File: src/hw/rtl/sbf7_pkg.sv
`timescale 1ns / 1ps

package sbf7_pkg;

    localparam int MAX_COLS   = 1024;
    localparam int MAX_ROWS   = 4096;
    localparam int COL_W      = $clog2(MAX_COLS);
    localparam int ROW_W      = $clog2(MAX_ROWS);
    localparam int WIN        = 7;
    localparam int LINES      = WIN - 1;
    localparam int PIX_W      = 8;
    localparam int COLS_CFG_W = 11;
    localparam int ROWS_CFG_W = 13;
    localparam int CSUM_W     = 11;
    localparam int TOTAL_W    = 14;

    // config channel
    localparam int CFG_IDX_W  = 2;
    localparam int CFG_DATA_W = 13;
    localparam logic [CFG_IDX_W-1:0] REG_FRAME_COLS = CFG_IDX_W'(0);
    localparam logic [CFG_IDX_W-1:0] REG_FRAME_ROWS = CFG_IDX_W'(1);

    localparam logic [COLS_CFG_W-1:0] COLS_RESET = COLS_CFG_W'(512);
    localparam logic [ROWS_CFG_W-1:0] ROWS_RESET = ROWS_CFG_W'(512);

    // rounded divide by 49 as multiply by reciprocal and shift
    localparam int WIN_AREA    = WIN * WIN;
    localparam int ROUND_BIAS  = (WIN_AREA - 1) / 2;
    localparam int RECIP_SHIFT = 20;
    localparam int RECIP_W     = 15;
    localparam logic [RECIP_W-1:0] RECIP_AREA =
        RECIP_W'((2 ** RECIP_SHIFT + WIN_AREA - 1) / WIN_AREA);
    localparam int PROD_W      = TOTAL_W + RECIP_W;

    typedef logic [LINES*PIX_W-1:0] line_word_t;
    typedef logic [CSUM_W-1:0]      csum_t;
    typedef logic [TOTAL_W-1:0]     total_t;

endpackage

File: src/hw/rtl/sbf7_sum_cell.sv
`timescale 1ns / 1ps

// one column sum of the window; passes it on and adds it to the running partial
module sbf7_sum_cell (
    input  logic               clk,
    input  logic               rst_n,
    input  logic               shift_en,
    input  sbf7_pkg::csum_t    value_in,
    input  sbf7_pkg::total_t   partial_in,
    output sbf7_pkg::csum_t    value_out,
    output sbf7_pkg::total_t   partial_out
);

    sbf7_pkg::csum_t value_reg;

    always_ff @(posedge clk or negedge rst_n)
    begin
        if (!rst_n)
        begin
            value_reg <= '0;
        end
        else if (shift_en)
        begin
            value_reg <= value_in;
        end
    end

    assign value_out   = value_reg;
    assign partial_out = partial_in + sbf7_pkg::TOTAL_W'(value_reg);

endmodule

File: config.mk
export PLATFORM = sky130hd
export DESIGN_NAME = sbf7_sum_cell
export DESIGN_NICKNAME = d
export VERILOG_FILES = /design/src/hw/rtl/sbf7_pkg.sv /design/src/hw/rtl/sbf7_sum_cell.sv
export SDC_FILE = /design/constraint.sdc
export NUM_CORES = 1
export LEC_CHECK = 0
export CAP_MARGIN = 20
export CORE_MARGIN = 2
export CORE_UTILIZATION = 55
export CTS_CLUSTER_SIZE = 16
export DETAILED_ROUTE_END_ITERATION = 10
export DONT_BUFFER_PORTS = 1
export PLACE_DENSITY = 0.7
export RECOVER_POWER = 100
export SETUP_SLACK_MARGIN = 0.2
export SLEW_MARGIN = 20
export SYNTH_ARGS = -nofsm -noshare
export SYNTH_HDL_FRONTEND = slang
export SYNTH_SLANG_ARGS = --single-unit
File: constraint.sdc
create_clock -name clk -period 4.27 [get_ports clk]
set_input_delay 0.6405 -clock clk [delete_from_list [all_inputs] [get_ports clk]]
set_output_delay 0.6405 -clock clk [all_outputs]
set_load 0.05 [all_outputs]
After elaboration in Yosys (flattened, before gate mapping):

Index checks and enable logic that the tools add are counted.
W data, S select, Z words.

* register bits after elaboration: 11
* output and inout port bits: 25
* word-level logic and storage cells: 2

* add/subtract/negate cells: 1

Operator list (number)
* $add A14 B11 Y14: 1

Logic depth before layout (Yosys ltp):

* depth in word-level cells: 1
* mapped depth: 8

Least setup slack after synthesis:

OpenSTA, ideal clock, no wires.

* path type: flip-flop to output port
* start: register value_reg[8], in the netlist value_out[8]
* end: output port partial_out[9]
* arrival time: 2808 ps
* path slack: 821 ps
* cell stages (with the launch flop): 5
* path buffers: 0
* cell sequence: dfrtp_1 -> ha_1 -> a21oi_1 -> mux2_2 -> a211oi_1

* cells in the longest elaborated chain, start to end: 1

RTL lines
* from (decl): RTL line sbf7_sum_cell.sv:14 `sbf7_pkg::csum_t value_reg;`
* from (signal assigned): RTL line sbf7_sum_cell.sv:24 `value_reg <= value_in;`
* $add A14 B11 Y14: RTL line sbf7_sum_cell.sv:29 `assign partial_out = partial_in + sbf7_pkg::TOTAL_W'(value_reg);`
* to (decl): RTL line sbf7_sum_cell.sv:11 `output sbf7_pkg::total_t partial_out`

Every way passes these cells.

Worst setup path after layout:

* start: register value_reg[0], in the netlist value_out[0]
* end: output port partial_out[10]

Same word-level chain as after synthesis.

==> flow_summary.json <==
{
  "fill_cells": 163,
  "drc_errors": 0,
  "multi_input_area_um2": 667,
  "clk_latency_ps": 270,
  "antennaDiodeCount": 0,
  "p_per_area_mw_per_mm2": 480,
  "cts_sinks": 11,
  "clk_path_buf_depth": 2,
  "synth_top_area_share": 0.286,
  "post-cts-setup-buffers": 0,
  "netlist_top_cells_area": "dfrtp_1 (29%), ha_1 (14%), mux2_2 (13%)",
  "htreeDepth": 1,
  "status": "finished, final reports clean",
  "power.leakage_nw": 0.464,
  "cap_violations": 0,
  "reg2reg_from": "value_out[1]$_DFFE_PN0P_",
  "postRouteAntennaNets": 0,
  "hold_buffers": 0,
  "seq_area_um2": 275,
  "post-route-util": 0.620,
  "r2r-end": "value_out[1]$_DFFE_PN0P_",
  "globalplace.congestion": 0.764,
  "worst_pin_slew_ps": 1080,
  "num_rows": 15,
  "cp-start-kind": "register",
  "fin_crit_sh": 0.904,
  "die_w_um": 45.9,
  "grt_pass1_vias": 709,
  "syn_area_um2": 963,
  "vias": 786,
  "ios": 53,
  "clkSlewWorstSetupHoldPaths_ps": 70,
  "start_util": 0.570,
  "dp_cells": 130,
  "cts-root-buf": "clkbuf_4",
  "vias_per_cell": 5.87,
  "drive_above_1_share": 0.137,
  "grt_max_degree": 13,
  "antenna_found_initial": 0,
  "tns_ps": 0,
  "avgSynthCellArea_um2": 9.18,
  "report.final.setup_viol": 0,
  "syn_to_final_growth_pct": 8.70,
  "port_buffers": 0,
  "cp.required_ps": 3630,
  "crit_fanout": 4,
  "r2r_cells": 2,
  "synth-seq-cells": 11,
  "synth_cell_types": 29,
  "cts_tree": "done",
  "yosysSeqAreaShare": 0.286,
  "cts_resized": 0,
  "syn-num-nets": 145,
  "hold_violations": 0,
  "fmax_mhz": 259,
  "yosysTopAreaCell": "dfrtp_1",
  "r2r_slack_ps": 3190,
  "layout_min_cycle_time_ps": 3860,
  "worstSetupPathType": "reg -> out",
  "cts_inserted_buffers": 3,
  "rsz0062_at_grt": "false",
  "die_y_um": 45.9,
  "post-dp-hpwl_mm": 1.67,
  "ys_warn_count": 0,
  "fin_cells": 134,
  "clock_skew_ps": 0,
  "syn_inst": 105,
  "maxSlewViolCount": 0,
  "drt-initial-drc-count": 10,
  "vdd_drop_max_v": 0.000267,
  "grt_use_total": 0.197,
  "arrival_ps": 3220,
  "slew_headroom": 0.272,
  "wirelength_mm": 1.96,
  "core_area_mm2": 0.00169,
  "grt_overflow_total": 0,
  "first_pass_iters": 4,
  "nets": 158,
  "largest_reg_flops": 11,
  "hp-class": "in -> async",
  "grt_pass1_wl_mm": 2.93,
  "cp-end-kind": "output pin",
  "wire_per_inst_um": 14.6,
  "design.die.area_mm2": 0.00210
}
critical path, cell delays in order, from the launching register on:
cell	delay, ps
dfrtp_1	650
ha_1	270
inv_1	60
fa_1	410
and2b_1	230
o211ai_1	100
a31o_1	280
or4b_1	490
nand4_1	450
cell usage in the layout (no fill, tap or decap), types with 2 or more instances in the layout:
master / Yosys / layout
mux2_2: 11 / 11
ha_1: 11 / 11
dfrtp_1: 11 / 11
a21oi_1: 10 / 10
nand2_1: 10 / 10
nor2_1: 9 / 9
clkbuf_1: 0 / 9
inv_1: 6 / 6
xnor2_1: 6 / 6
o21ai_0: 4 / 4
xor2_1: 4 / 4
nand3_1: 3 / 3
clkbuf_4: 0 / 3
nor2b_1: 2 / 2
o211ai_1: 2 / 2
synthesized netlist by cell type, drive strengths merged:
master and count:
nor2b 2, buf 1, a21oi 10, and4b 1
a31o 1, ha 11, o21ai 4, o21a 1
o2111ai 1, nand3 3, and2b 1, nand2 10
xor2 4, mux2 11, nor2 9, nor3b 1
dfrtp 11, or4b 1, nor3 1, a211oi 1
xnor2 6, o22ai 1, and3 1, o211ai 2
nand4 1, inv 6, mux2i 1, nand3b 1
fa 1
worst max path at each step:
| stage | end | slack [ps] | cells past startpoint | startpoint |
|---|---|---|---|---|
| after floorplan | partial_out[9] | 820 | 4 | value_out[8]$_DFFE_PN0P_ |
| after global placement | partial_out[10] | 780 | 8 | value_out[0]$_DFFE_PN0P_ |
| after detailed placement | partial_out[10] | 710 | 8 | value_out[0]$_DFFE_PN0P_ |
| after CTS | partial_out[10] | 390 | 8 | value_out[0]$_DFFE_PN0P_ |
| after global routing | partial_out[10] | 300 | 8 | value_out[0]$_DFFE_PN0P_ |
| final | partial_out[10] | 410 | 8 | value_out[0]$_DFFE_PN0P_ |
routing by layer:
metal  vias up  wire length, µm  share of wire  global-route usage
met4         0               15         0.0077              0.0800
met5         -                0              0                   0
li1        400                -              -                   -
met3         2              198           0.10              0.0833
met2        32              914           0.47               0.300
met1       352              829           0.42               0.244
report_power, final:
part / total [W] / internal (W) / switching [W]
clock: 0.0000679 / 0.0000347 / 0.0000332
combinational: 0.000273 / 0.0000712 / 0.000202
sequential: 0.000162 / 0.000114 / 0.0000485
area by class of cell:
cell class	count	share of cell area
clock buffer	3	0.0215
clock inverter	1	0.00478
inverter	6	0.0215
multi-input combinational	87	0.637
sequential	11	0.263
tap	17	0.0203
timing repair buffer	9	0.0323
kinds of logic after synthesis:
family,after synthesis,share of synthesized area
AOI/OAI and AO/OA,21,0.129
buffers and inverters,7,0.0273
DFF,11,0.286
xor gates and xnor gates,10,0.0909
adders and majority gates,12,0.164
muxes,12,0.139
and+or+nand+nor,32,0.165
through the flow:
stage	setup WS [ps]	hold slack, ps	area, µm²	total power [W]
after floorplan	821	345	963	0.000400
after global placement	778	345	1050	0.000453
after detailed placement	712	345	1050	0.000458
after CTS	389	42.3	1080	0.000529
after global routing	295	37.0	1050	0.000532
final	412	59.4	1050	0.000503
Note: power is estimated with default switching activity, not from simulation.
